## src/sv/base64_stream_decoder_unit_defines.svh

```systemverilog
// Assertion macros for the base64 stream decoder.
// Compile with ASSERT_OFF defined to strip every check.
`ifndef BASE64_STREAM_DECODER_UNIT_DEFINES_SVH
`define BASE64_STREAM_DECODER_UNIT_DEFINES_SVH

`ifndef ASSERT_OFF
// Checked only while out of reset.
`define B64SD_ASSERT_RST(lbl, clk, rstn, prop) \
    lbl: assert property (@(posedge clk) disable iff (!rstn) prop) \
        else $error("b64sd: assertion failed");
// Checked at every edge, reset included.
`define B64SD_ASSERT(lbl, clk, prop) \
    lbl: assert property (@(posedge clk) prop) \
        else $error("b64sd: assertion failed");
`else
`define B64SD_ASSERT_RST(lbl, clk, rstn, prop)
`define B64SD_ASSERT(lbl, clk, prop)
`endif

`endif

```

## src/sv/b64sd_pkg.sv

```systemverilog
`timescale 1ns / 1ps
`default_nettype none

package b64sd_pkg;

    // Width of the internal saturating byte counter.
    localparam int COUNT_WIDTH = 16;
    localparam int TOTAL_WIDTH = 16;

    // Depth of the queue between front and back.
    localparam int Q_DEPTH  = 2;
    localparam int Q_IDX_W  = (Q_DEPTH > 1) ? $clog2(Q_DEPTH) : 1;
    localparam int Q_CNT_W  = $clog2(Q_DEPTH + 1);

    localparam logic [7:0] PAD_CHAR    = 8'h3D;
    localparam logic [7:0] CHAR_PLUS   = 8'h2B;
    localparam logic [7:0] CHAR_SLASH  = 8'h2F;
    localparam logic [5:0] SEXTET_PLUS  = 6'h3E;
    localparam logic [5:0] SEXTET_SLASH = 6'h3F;

    // Status codes on the result.
    localparam logic [1:0] ST_OK       = 2'd0;
    localparam logic [1:0] ST_BAD_CHAR = 2'd1;
    localparam logic [1:0] ST_BAD_LEN  = 2'd2;

    // A character after classification.
    typedef struct packed {
        logic [5:0] sextet;
        logic       in_alpha;  // character is in the alphabet
        logic       is_pad;    // character is '='
        logic       last;
    } t_cls;

    function automatic t_cls classify(input logic [7:0] c, input logic last);
        t_cls r;
        r          = '0;
        r.last     = last;
        r.is_pad   = (c == PAD_CHAR);
        if (c >= 8'h41 && c <= 8'h5A) begin
            r.sextet   = 6'(c - 8'h41);
            r.in_alpha = 1'b1;
        end else if (c >= 8'h61 && c <= 8'h7A) begin
            r.sextet   = 6'(c - 8'h61 + 8'd26);
            r.in_alpha = 1'b1;
        end else if (c >= 8'h30 && c <= 8'h39) begin
            r.sextet   = 6'(c - 8'h30 + 8'd52);
            r.in_alpha = 1'b1;
        end else if (c == CHAR_PLUS) begin
            r.sextet   = SEXTET_PLUS;
            r.in_alpha = 1'b1;
        end else if (c == CHAR_SLASH) begin
            r.sextet   = SEXTET_SLASH;
            r.in_alpha = 1'b1;
        end
        return r;
    endfunction

endpackage

`default_nettype wire

```

## src/sv/b64sd_front.sv

```systemverilog
`timescale 1ns / 1ps
`default_nettype none

module b64sd_front import b64sd_pkg::*; (
    input  wire logic       i_clk,
    input  wire logic       i_rst_n,
    input  wire logic       i_in_valid,
    output logic            o_in_ready,
    input  wire logic [7:0] i_char_code,
    input  wire logic       i_last_of_message,
    output logic            o_push,
    output t_cls            o_item,
    input  wire logic       i_q_full
);

    logic r_vld;
    logic n_vld;
    t_cls r_item;
    logic accept;

    assign o_push     = r_vld && !i_q_full;
    assign o_in_ready = !r_vld || !i_q_full;
    assign accept     = i_in_valid && o_in_ready;
    assign o_item     = r_item;

    always_comb begin
        n_vld = r_vld;
        if (accept) begin
            n_vld = 1'b1;
        end else if (o_push) begin
            n_vld = 1'b0;
        end
    end

    always_ff @(posedge i_clk) begin
        if (!i_rst_n) begin
            r_vld <= 1'b0;
        end else begin
            r_vld <= n_vld;
        end
    end

    always_ff @(posedge i_clk) begin
        if (accept) begin
            r_item <= classify(i_char_code, i_last_of_message);
        end
    end

endmodule

`default_nettype wire

```

## src/sv/b64sd_queue.sv

```systemverilog
`timescale 1ns / 1ps
`default_nettype none

module b64sd_queue import b64sd_pkg::*; (
    input  wire logic i_clk,
    input  wire logic i_rst_n,
    input  wire logic i_push,
    input  t_cls      i_item,
    output logic      o_full,
    input  wire logic i_pop,
    output logic      o_empty,
    output t_cls      o_item
);

    t_cls               r_mem [Q_DEPTH];
    logic [Q_IDX_W-1:0] r_wptr;
    logic [Q_IDX_W-1:0] r_rptr;
    logic [Q_CNT_W-1:0] r_cnt;
    logic               do_push;
    logic               do_pop;

    assign o_full  = (r_cnt == Q_CNT_W'(Q_DEPTH));
    assign o_empty = (r_cnt == '0);
    assign do_push = i_push && !o_full;
    assign do_pop  = i_pop && !o_empty;
    assign o_item  = r_mem[r_rptr];

    function automatic logic [Q_IDX_W-1:0] ptr_inc(input logic [Q_IDX_W-1:0] p);
        return (p == Q_IDX_W'(Q_DEPTH - 1)) ? '0 : p + 1'b1;
    endfunction

    always_ff @(posedge i_clk) begin
        if (!i_rst_n) begin
            r_wptr <= '0;
            r_rptr <= '0;
            r_cnt  <= '0;
        end else begin
            if (do_push) begin
                r_wptr <= ptr_inc(r_wptr);
            end
            if (do_pop) begin
                r_rptr <= ptr_inc(r_rptr);
            end
            if (do_push && !do_pop) begin
                r_cnt <= r_cnt + 1'b1;
            end else if (do_pop && !do_push) begin
                r_cnt <= r_cnt - 1'b1;
            end
        end
    end

    always_ff @(posedge i_clk) begin
        if (do_push) begin
            r_mem[r_wptr] <= i_item;
        end
    end

endmodule

`default_nettype wire

```

## src/sv/b64sd_back.sv

```systemverilog
`timescale 1ns / 1ps
`default_nettype none

module b64sd_back import b64sd_pkg::*; (
    input  wire logic         i_clk,
    input  wire logic         i_rst_n,
    input  wire logic         i_q_empty,
    input  t_cls              i_item,
    output logic              o_pop,
    output logic              o_out_valid,
    input  wire logic         i_out_ready,
    output logic [7:0]        o_data_byte,
    output logic              o_byte_valid,
    output logic [1:0]        o_status,
    output logic              o_message_end,
    output logic [15:0]       o_byte_total
);

    // decoder state
    logic [1:0]             r_pos,  n_pos;
    logic [5:0]             r_held, n_held;
    logic                   r_pad,  n_pad;
    logic [1:0]             r_err,  n_err;
    logic [COUNT_WIDTH-1:0] r_cnt,  n_cnt;

    // result register
    logic                   r_ovld;
    logic [7:0]             r_data,   n_data;
    logic                   r_bvld,   n_bvld;
    logic [1:0]             r_status, n_status;
    logic                   r_end;
    logic [COUNT_WIDTH-1:0] r_total;

    logic [COUNT_WIDTH+TOTAL_WIDTH-1:0] total_ext;

    assign o_pop = !i_q_empty && (!r_ovld || i_out_ready);

    always_comb begin
        n_pos    = r_pos + 2'd1;
        n_held   = r_held;
        n_pad    = r_pad;
        n_err    = r_err;
        n_cnt    = r_cnt;
        n_data   = 8'd0;
        n_bvld   = 1'b0;
        if (!r_pad) begin
            if (i_item.is_pad && r_pos[1]) begin
                n_pad = 1'b1;
            end else if (!i_item.in_alpha) begin
                n_err  = ST_BAD_CHAR;
                n_held = 6'd0;
            end else begin
                case (r_pos)
                    2'd1:    n_data = {r_held, i_item.sextet[5:4]};
                    2'd2:    n_data = {r_held[3:0], i_item.sextet[5:2]};
                    2'd3:    n_data = {r_held[1:0], i_item.sextet};
                    default: n_data = 8'd0;
                endcase
                n_bvld = (r_pos != 2'd0);
                n_held = i_item.sextet;
            end
        end
        if (n_bvld && (r_cnt != '1)) begin
            n_cnt = r_cnt + 1'b1;
        end
        n_status = (i_item.last && (n_pos != 2'd0)) ? ST_BAD_LEN : n_err;
    end

    always_ff @(posedge i_clk) begin
        if (!i_rst_n) begin
            r_pos  <= '0;
            r_held <= '0;
            r_pad  <= 1'b0;
            r_err  <= ST_OK;
            r_cnt  <= '0;
            r_ovld <= 1'b0;
        end else begin
            if (o_pop) begin
                r_ovld <= 1'b1;
                if (i_item.last) begin
                    // end of message: fresh state for the next one
                    r_pos  <= '0;
                    r_held <= '0;
                    r_pad  <= 1'b0;
                    r_err  <= ST_OK;
                    r_cnt  <= '0;
                end else begin
                    r_pos  <= n_pos;
                    r_held <= n_held;
                    r_pad  <= n_pad;
                    r_err  <= n_err;
                    r_cnt  <= n_cnt;
                end
            end else if (i_out_ready) begin
                r_ovld <= 1'b0;
            end
        end
    end

    always_ff @(posedge i_clk) begin
        if (o_pop) begin
            r_data   <= n_data;
            r_bvld   <= n_bvld;
            r_status <= n_status;
            r_end    <= i_item.last;
            r_total  <= n_cnt;
        end
    end

    assign total_ext     = {{TOTAL_WIDTH{1'b0}}, r_total};
    assign o_out_valid   = r_ovld;
    assign o_data_byte   = r_data;
    assign o_byte_valid  = r_bvld;
    assign o_status      = r_status;
    assign o_message_end = r_end;
    assign o_byte_total  = total_ext[TOTAL_WIDTH-1:0];

endmodule

`default_nettype wire

```

## src/sv/base64_stream_decoder_unit.sv

```systemverilog
// Base64 stream decoder: one character in, one result out.
// Path from input transaction to result valid: front register, then queue
// entry popped into the result register. Throughput: one transaction per
// cycle while the result channel keeps i_out_ready high.
// Reset: synchronous, active low; clears group position, held bits, padding
// flag, error code, byte count, queue pointers and count, and the front and result valid flags.
`timescale 1ns / 1ps
`default_nettype none
`include "base64_stream_decoder_unit_defines.svh"

module base64_stream_decoder_unit import b64sd_pkg::*; (
    input  wire logic        i_clk,
    input  wire logic        i_rst_n,
    // character channel
    input  wire logic        i_in_valid,
    output logic             o_in_ready,
    input  wire logic [7:0]  i_char_code,
    input  wire logic        i_last_of_message,
    // result channel
    output logic             o_out_valid,
    input  wire logic        i_out_ready,
    output logic [7:0]       o_data_byte,
    output logic             o_byte_valid,
    output logic [1:0]       o_status,
    output logic             o_message_end,
    output logic [15:0]      o_byte_total
);

    // Front to queue
    logic q_push;
    t_cls front_item;
    logic q_full;

    // Queue to back
    logic q_pop;
    logic q_empty;
    t_cls back_item;

    // Front: takes the transaction and classifies the character
    // (alphabet lookup, pad detect) into a register stage.
    b64sd_front u_front (
        .i_clk             (i_clk),
        .i_rst_n           (i_rst_n),
        .i_in_valid        (i_in_valid),
        .o_in_ready        (o_in_ready),
        .i_char_code       (i_char_code),
        .i_last_of_message (i_last_of_message),
        .o_push            (q_push),
        .o_item            (front_item),
        .i_q_full          (q_full)
    );

    // Short queue so that a stalled result does not stop the front until the queue fills.
    b64sd_queue u_queue (
        .i_clk   (i_clk),
        .i_rst_n (i_rst_n),
        .i_push  (q_push),
        .i_item  (front_item),
        .o_full  (q_full),
        .i_pop   (q_pop),
        .o_empty (q_empty),
        .o_item  (back_item)
    );

    // Back: group position, held sextet, padding and error tracking,
    // byte assembly, saturating count, result register.
    b64sd_back u_back (
        .i_clk         (i_clk),
        .i_rst_n       (i_rst_n),
        .i_q_empty     (q_empty),
        .i_item        (back_item),
        .o_pop         (q_pop),
        .o_out_valid   (o_out_valid),
        .i_out_ready   (i_out_ready),
        .o_data_byte   (o_data_byte),
        .o_byte_valid  (o_byte_valid),
        .o_status      (o_status),
        .o_message_end (o_message_end),
        .o_byte_total  (o_byte_total)
    );

    // Length error is only ever reported on the closing character.
    `B64SD_ASSERT_RST(a_len_err_at_end, i_clk, i_rst_n, o_out_valid && (o_status == ST_BAD_LEN) |-> o_message_end)
    // A decoded byte always counts, so the total cannot read zero.
    `B64SD_ASSERT_RST(a_total_counts, i_clk, i_rst_n, o_out_valid && o_byte_valid |-> (o_byte_total != 16'd0))
    // No byte, no data.
    `B64SD_ASSERT_RST(a_data_zero, i_clk, i_rst_n, o_out_valid && !o_byte_valid |-> (o_data_byte == 8'd0))
    // Reset drops any pending result.
    `B64SD_ASSERT(a_reset_clears, i_clk, !i_rst_n |=> !o_out_valid)

endmodule

`default_nettype wire

```

## config.mk

```make
export PLATFORM = sky130hd
export DESIGN_NAME = base64_stream_decoder_unit
export DESIGN_NICKNAME = d
export VERILOG_FILES = /design/src/sv/b64sd_pkg.sv /design/src/sv/b64sd_front.sv /design/src/sv/b64sd_queue.sv /design/src/sv/b64sd_back.sv /design/src/sv/base64_stream_decoder_unit.sv
export VERILOG_INCLUDE_DIRS = /design/src /design/src/sv
export SDC_FILE = /design/constraint.sdc
export NUM_CORES = 1
export LEC_CHECK = 0
export ABC_AREA = 1
export BUFFER_PORTS_ARGS = -buffer_cell sky130_fd_sc_hd__buf_2
export CORE_MARGIN = 1
export CORE_UTILIZATION = 30
export DETAILED_ROUTE_END_ITERATION = 12
export GPL_ROUTABILITY_DRIVEN = 0
export SYNTH_ARGS = -nofsm -noshare
export SYNTH_HDL_FRONTEND = slang
export SYNTH_HIERARCHICAL = 1
export SYNTH_SLANG_ARGS = --single-unit
```

## constraint.sdc

```tcl
create_clock -name i_clk -period 3.45 [get_ports i_clk]
set_input_delay 0.5175 -clock i_clk [delete_from_list [all_inputs] [get_ports i_clk]]
set_output_delay 0.5175 -clock i_clk [all_outputs]
set_load 0.005 [all_outputs]
```

== Yosys cells after proc, flatten, opt, wreduce, memory -nomap -nowiden ==
Memory sizes are Yosys's and may differ from the RTL's. A register that Yosys moved wholly into a read port is not among the register bits.
Cells that the tools add are included.

* Memory bits (writable): 18
* Memories kept: 1
* Output and inout port bits: 30
* Register bits after elaboration: 70
* Word-level logic and storage cells: 113

{| class="wikitable"
|+ Memories
! name !! words !! bits a word !! rd ports !! clocked after Yosys merged registers in !! write ports !! RTL line !! text
|-
| u_queue.r_mem || 2 || 9 || 1 || 1 || 1 || b64sd_queue.sv:15 || <nowiki>t_cls r_mem [Q_DEPTH];</nowiki>
|}

* Bitwise gates (word level): 1
* Eq/ne operators: 10
* Add/subtract/negate cells: 11
* Multiplexer cells: 35
* $lt $le $gt $ge: 6
* Reduce and logical (&&, ||, !) cells: 30

{| class="wikitable"
|+ Operators with widths
! operator !! number
|-
| $mux 7 || 5
|-
| $mux 16 || 2
|-
| $eq 8x6->1 const B || 3
|-
| $mux 6 || 4
|-
| $pmux 8 s3 || 1
|-
| $add 16x1->16 const B || 1
|-
| $ge 8x7->1 const B || 2
|-
| $le 8x7->1 const B || 2
|-
| $mux 1 || 16
|-
| $ne 16x16->1 const B || 1
|-
| $mux 2 || 7
|-
| $logic_and 1x1->1 || 13
|-
| $sub 6x6->6 const B || 2
|-
| $reduce_bool 2->1 || 5
|-
| $ge 8x6->1 const B || 1
|-
| $le 8x6->1 const B || 1
|-
| $add 6x5->6 const B || 1
|-
| $add 6x6->6 const B || 1
|-
| $eq 2x2->1 const B || 3
|-
| $logic_not 1->1 || 6
|-
| $sub 6x1->6 const B || 1
|-
| $add 2x1->2 const B || 2
|-
| $ne 2x1->1 const B || 2
|-
| $reduce_or 4->1 || 1
|-
| 8 further kinds || 10
|}

== Depth between registers and ports, before layout ==
* Depth in word-level cells: 8
* Depth in mapped cells: 14

== By module ==
The synthesis kept the hierarchy.

{| class="wikitable"
|+ By module, submodules not included
! module !! sequential area each (um^2) !! times used !! area an instance (um^2) !! cells an instance
|-
| b64sd_back || 1401.3 || 1 || 2826.5 || 343
|-
| b64sd_front || 290.3 || 1 || 1077.3 || 147
|-
| b64sd_queue || 640.6 || 1 || 894.6 || 66
|}

== Least setup slack after synthesis ==
No wires, ideal clock.

* Path kind: input -> register
* From: in i_out_ready
* To: reg u_queue.r_cnt[1]
* Arrival: 2212 ps
* Setup slack: 1174 ps
* Buffers on the path: 0
* Stages on the path: 13
* Cell sequence: inv_1 -> nand2_1 -> nand2_1 -> inv_1 -> inv_1 -> nor2_2 -> inv_1 -> ha_1 -> inv_1 -> nand3_1 -> nand2_1 -> inv_1 -> nor2_1

* Longest elaborated chain between the ends: 6
* Elaborated cells between the ends (all ways): 8
* Those cells by class: mux (1); reduce/logical (7)

{| class="wikitable"
|+ Ends and longest elaborated chain
! item !! RTL line !! text
|-
| start: declaration || base64_stream_decoder_unit.sv:21 || <nowiki>input wire logic i_out_ready,</nowiki>
|-
| $logic_or 1x1->1 (*) || b64sd_back.sv:36 || <nowiki>assign o_pop = !i_q_empty && (!r_ovld || i_out_ready);</nowiki>
|-
| $logic_and 1x1->1 (*) || b64sd_back.sv:36 ||
|-
| via q_pop || base64_stream_decoder_unit.sv:35 || <nowiki>logic q_pop;</nowiki>
|-
| $logic_and 1x1->1 (*) || b64sd_queue.sv:25 || <nowiki>assign do_pop = i_pop && !o_empty;</nowiki>
|-
| $logic_not 1->1 || b64sd_queue.sv:44 || <nowiki>if (do_push && !do_pop) begin</nowiki>
|-
| $logic_and 1x1->1 || b64sd_queue.sv:44 ||
|-
| $mux 2 or $reduce_bool 2->1 (tied branches) || -- ||
|-
| end signal: assignment || b64sd_queue.sv:45 || <nowiki>r_cnt <= r_cnt + 1'b1;</nowiki>
|-
| end signal: assignment || b64sd_queue.sv:47 || <nowiki>r_cnt <= r_cnt - 1'b1;</nowiki>
|-
| end: declaration || b64sd_queue.sv:18 || <nowiki>logic [Q_CNT_W-1:0] r_cnt;</nowiki>
|}

The timed path passes the listed nets; every way through them passes the cells marked *.
A chain may end at the register's enable or synchronous reset.

==> results.cfg <==
[yosys]
yosys-top-cells-area = edfxtp_1 34%, dfxtp_1 14%, nand2_1 11%
synth_area_um2 = 4800
yosysSeqAreaShare_pct = 48.6
synth_cells = 556
synth.distinct_cells = 38
ys_ff_latch = 89
synth_top_cell_by_area = edfxtp_1
synth_ff_type = edfxtp_1
synth_fp_nets = 586
synth_top_cell_area_share_pct = 34.4
synth.avg_cell_area_um2 = 8.63
synth-edff-count = 55
async_flop_share_pct = 0
yosysWarningCount = 6

[floorplan]
core_um2 = 15400
initial_utilization_pct = 31.1
rows = 45
die_w_um = 128
dieArea_um2 = 16500
pin_count = 43
fp.dieH_um = 128

[sta]
layout_min_cycle_time_ps = 2390
post-route-period-util_pct = 69.1
relSlewSlack_pct = 42.7
setup_viol = 0
setup_slack_ps = 1060
max_freq_mhz = 419
slew_violations = 0
fin_worst_skew_ps = 5.08
worst_pin_slew_ps = 858
finalHoldViolations = 0
setup_tns_ps = 0
rsz0062_at_grt = false

[global_routing]
overflow = 0
grt_usage_pct = 12.6
antenna_found_initial = 0
grt_pass1_vias = 3596
grt_max_degree = 30
grt_pass1_wl_um = 16700

[placement]
dpl.hpwl_um = 7220
place_inst = 796
place_area_um2 = 5200
io_buffers = 42
place_ws_ps = 1070

[critical_path]
reg2reg_slack_ps = 1060
crit_fanout = 17
start_kind = flip-flop
cp-end-kind = flip-flop
arrival_ps = 2470
cp.required_ps = 3540
crit_type = reg -> reg

[routing]
ant_nets = 0
route.vias.total = 3853
routed_wl_um = 9870
drc = 0
viasPerCell = 4.75
drt_first_pass_iters = 4
drt_iter0_drc = 213
wl_per_cell_um = 12.2

[clock_network]
cts_hold_buf = 0
clk_pin_slew_ps = 60
postCtsResizedCells = 0
clock_latency_ps = 330
clk_root_buffer_cell = clkbuf_16
cts_buffers = 9
clockBufferDepth = 2
h-tree-depth = 3
cts.sinks = 89
postCtsSetupBuffers = 0
cts_tree = done

[final_layout]
final_area_um2 = 5510
final_cell_count_no_fill = 812
nFillCells = 1614
syn_to_final_growth_pct = 14.9
n_antenna_cell = 0
drive_gt1_share_pct = 19.3
fin_nets = 626

[power_and_ir_drop]
power_per_cell_area_nw_per_um2 = 595
ir_worst_vdd_v = 0.000335
leakage_nw = 2.11

[status]
outcome = complete, no violations

[worst_hold_path]
min_path_type = in -> reg

[run]
drv_cap = 0
## stage by stage
stage	hold slack [ps]	utilization (%)	total power, mW
6_report	383	35.7	3.28
5_1_grt	368	35.7	3.49
4_1_cts	361	35.7	3.34
3_5_place_dp	430	33.7	2.33
3_3_place_gp	425	33.7	2.31
2_1_floorplan	421	-	2.02
## where the power goes
part,internal [mW],switching [mW],total [mW]
sequential,1.39,0.0851,1.48
combinational,0.261,0.552,0.813
clock,0.588,0.401,0.990
total,2.24,1.04,3.28
## worst max-delay path, stage by stage (launching register included)
cell     delay (ps)
dfxtp_1         530
mux2_2          390
nand2_2         100
nand3_2          90
nor2_4          360
inv_2           120
nor2_1          290
nand2_1         110
and2_1          150
## cells in the final DEF, fill, tap and decap left out, types with 17 or more instances in the layout
cell	Yosys	routed
a21oi_1	32	32
nand4_1	17	17
nor2_1	42	42
nand3_1	54	54
edfxtp_1	55	55
buf_2	4	42
dfxtp_1	34	34
inv_1	47	47
ha_1	17	17
nand2_1	139	139
## cell type report
class,count,area [um^2],share of cell area (%)
clock inverters,6,72.6,1.32
repair buffers,44,225,4.09
multi-input cells,395,2160,39.3
inverters,57,215,3.90
flip-flops and latches,89,2330,42.3
clock buffers,10,239,4.34
well taps,211,264,4.79
## metal layers
metal | track usage, % | routed length, um | vias to the layer above | part of all wire [%]
met3 | 2.99 | 494 | 8 | 5.0
met4 | 4.36 | 92 | 0 | 0.93
met5 | 0 | 0 | - | 0
met2 | 22.2 | 5010 | 89 | 51
li1 | - | - | 1936 | -
met1 | 14.9 | 4280 | 1820 | 43
## cell families (layout without fill, tap and decap cells)
family          Yosys count  after routing  synth area share [%]
simple gates            308            308                  31.2
buf+inv                  72            117                  6.31
xor+xnor                  6              6                  1.10
fa+ha+maj                17             17                  4.43
mux                       9              9                  2.11
flops                    89             89                  48.6
compound gates           55             55                  6.21
## registers in the layout, indices dropped and copies added (netlist names), 2 cells and up, named ones only
signal and flops:
u_back/o_status 2, u_back/r_held 6, u_back/o_data_byte 8, u_back/r_cnt 16, u_queue/r_mem 18, u_back/r_err 2, u_front/o_item 9, u_back/o_byte_total 16
u_back/r_pos 2, u_queue/r_cnt 2
## synthesized netlist by cell type, types with 2 or more instances
cell and n:
nand2_1 139, edfxtp_1 55, nand3_1 54, inv_1 47, nor2_1 42, dfxtp_1 34, a21oi_1 32, ha_1 17
nand4_1 17, and2_1 15, nand3_2 10, o21ai_0 10, mux2_2 9, nand2_2 9, a31oi_1 8, inv_2 8
nor2_2 6, buf_1 4, buf_2 4, nand2_4 4, nor2_4 4, xor2_1 4, buf_6 3, clkbuf_1 3
nand3b_1 3, nand4_2 2, xnor2_1 2
## worst paths after layout
kind	from	to	cells after the start
worst max-delay path	flip-flop	u_back/o_byte_total[1]	8
worst min register to register	u_front/o_item[0]	u_queue/r_mem[1][0]	0
worst min-delay path	i_last_of_message	u_front/o_item[0]	1
worst max register to register	flip-flop	u_back/o_byte_total[1]	8
Power figures use the tool's default switching activity.
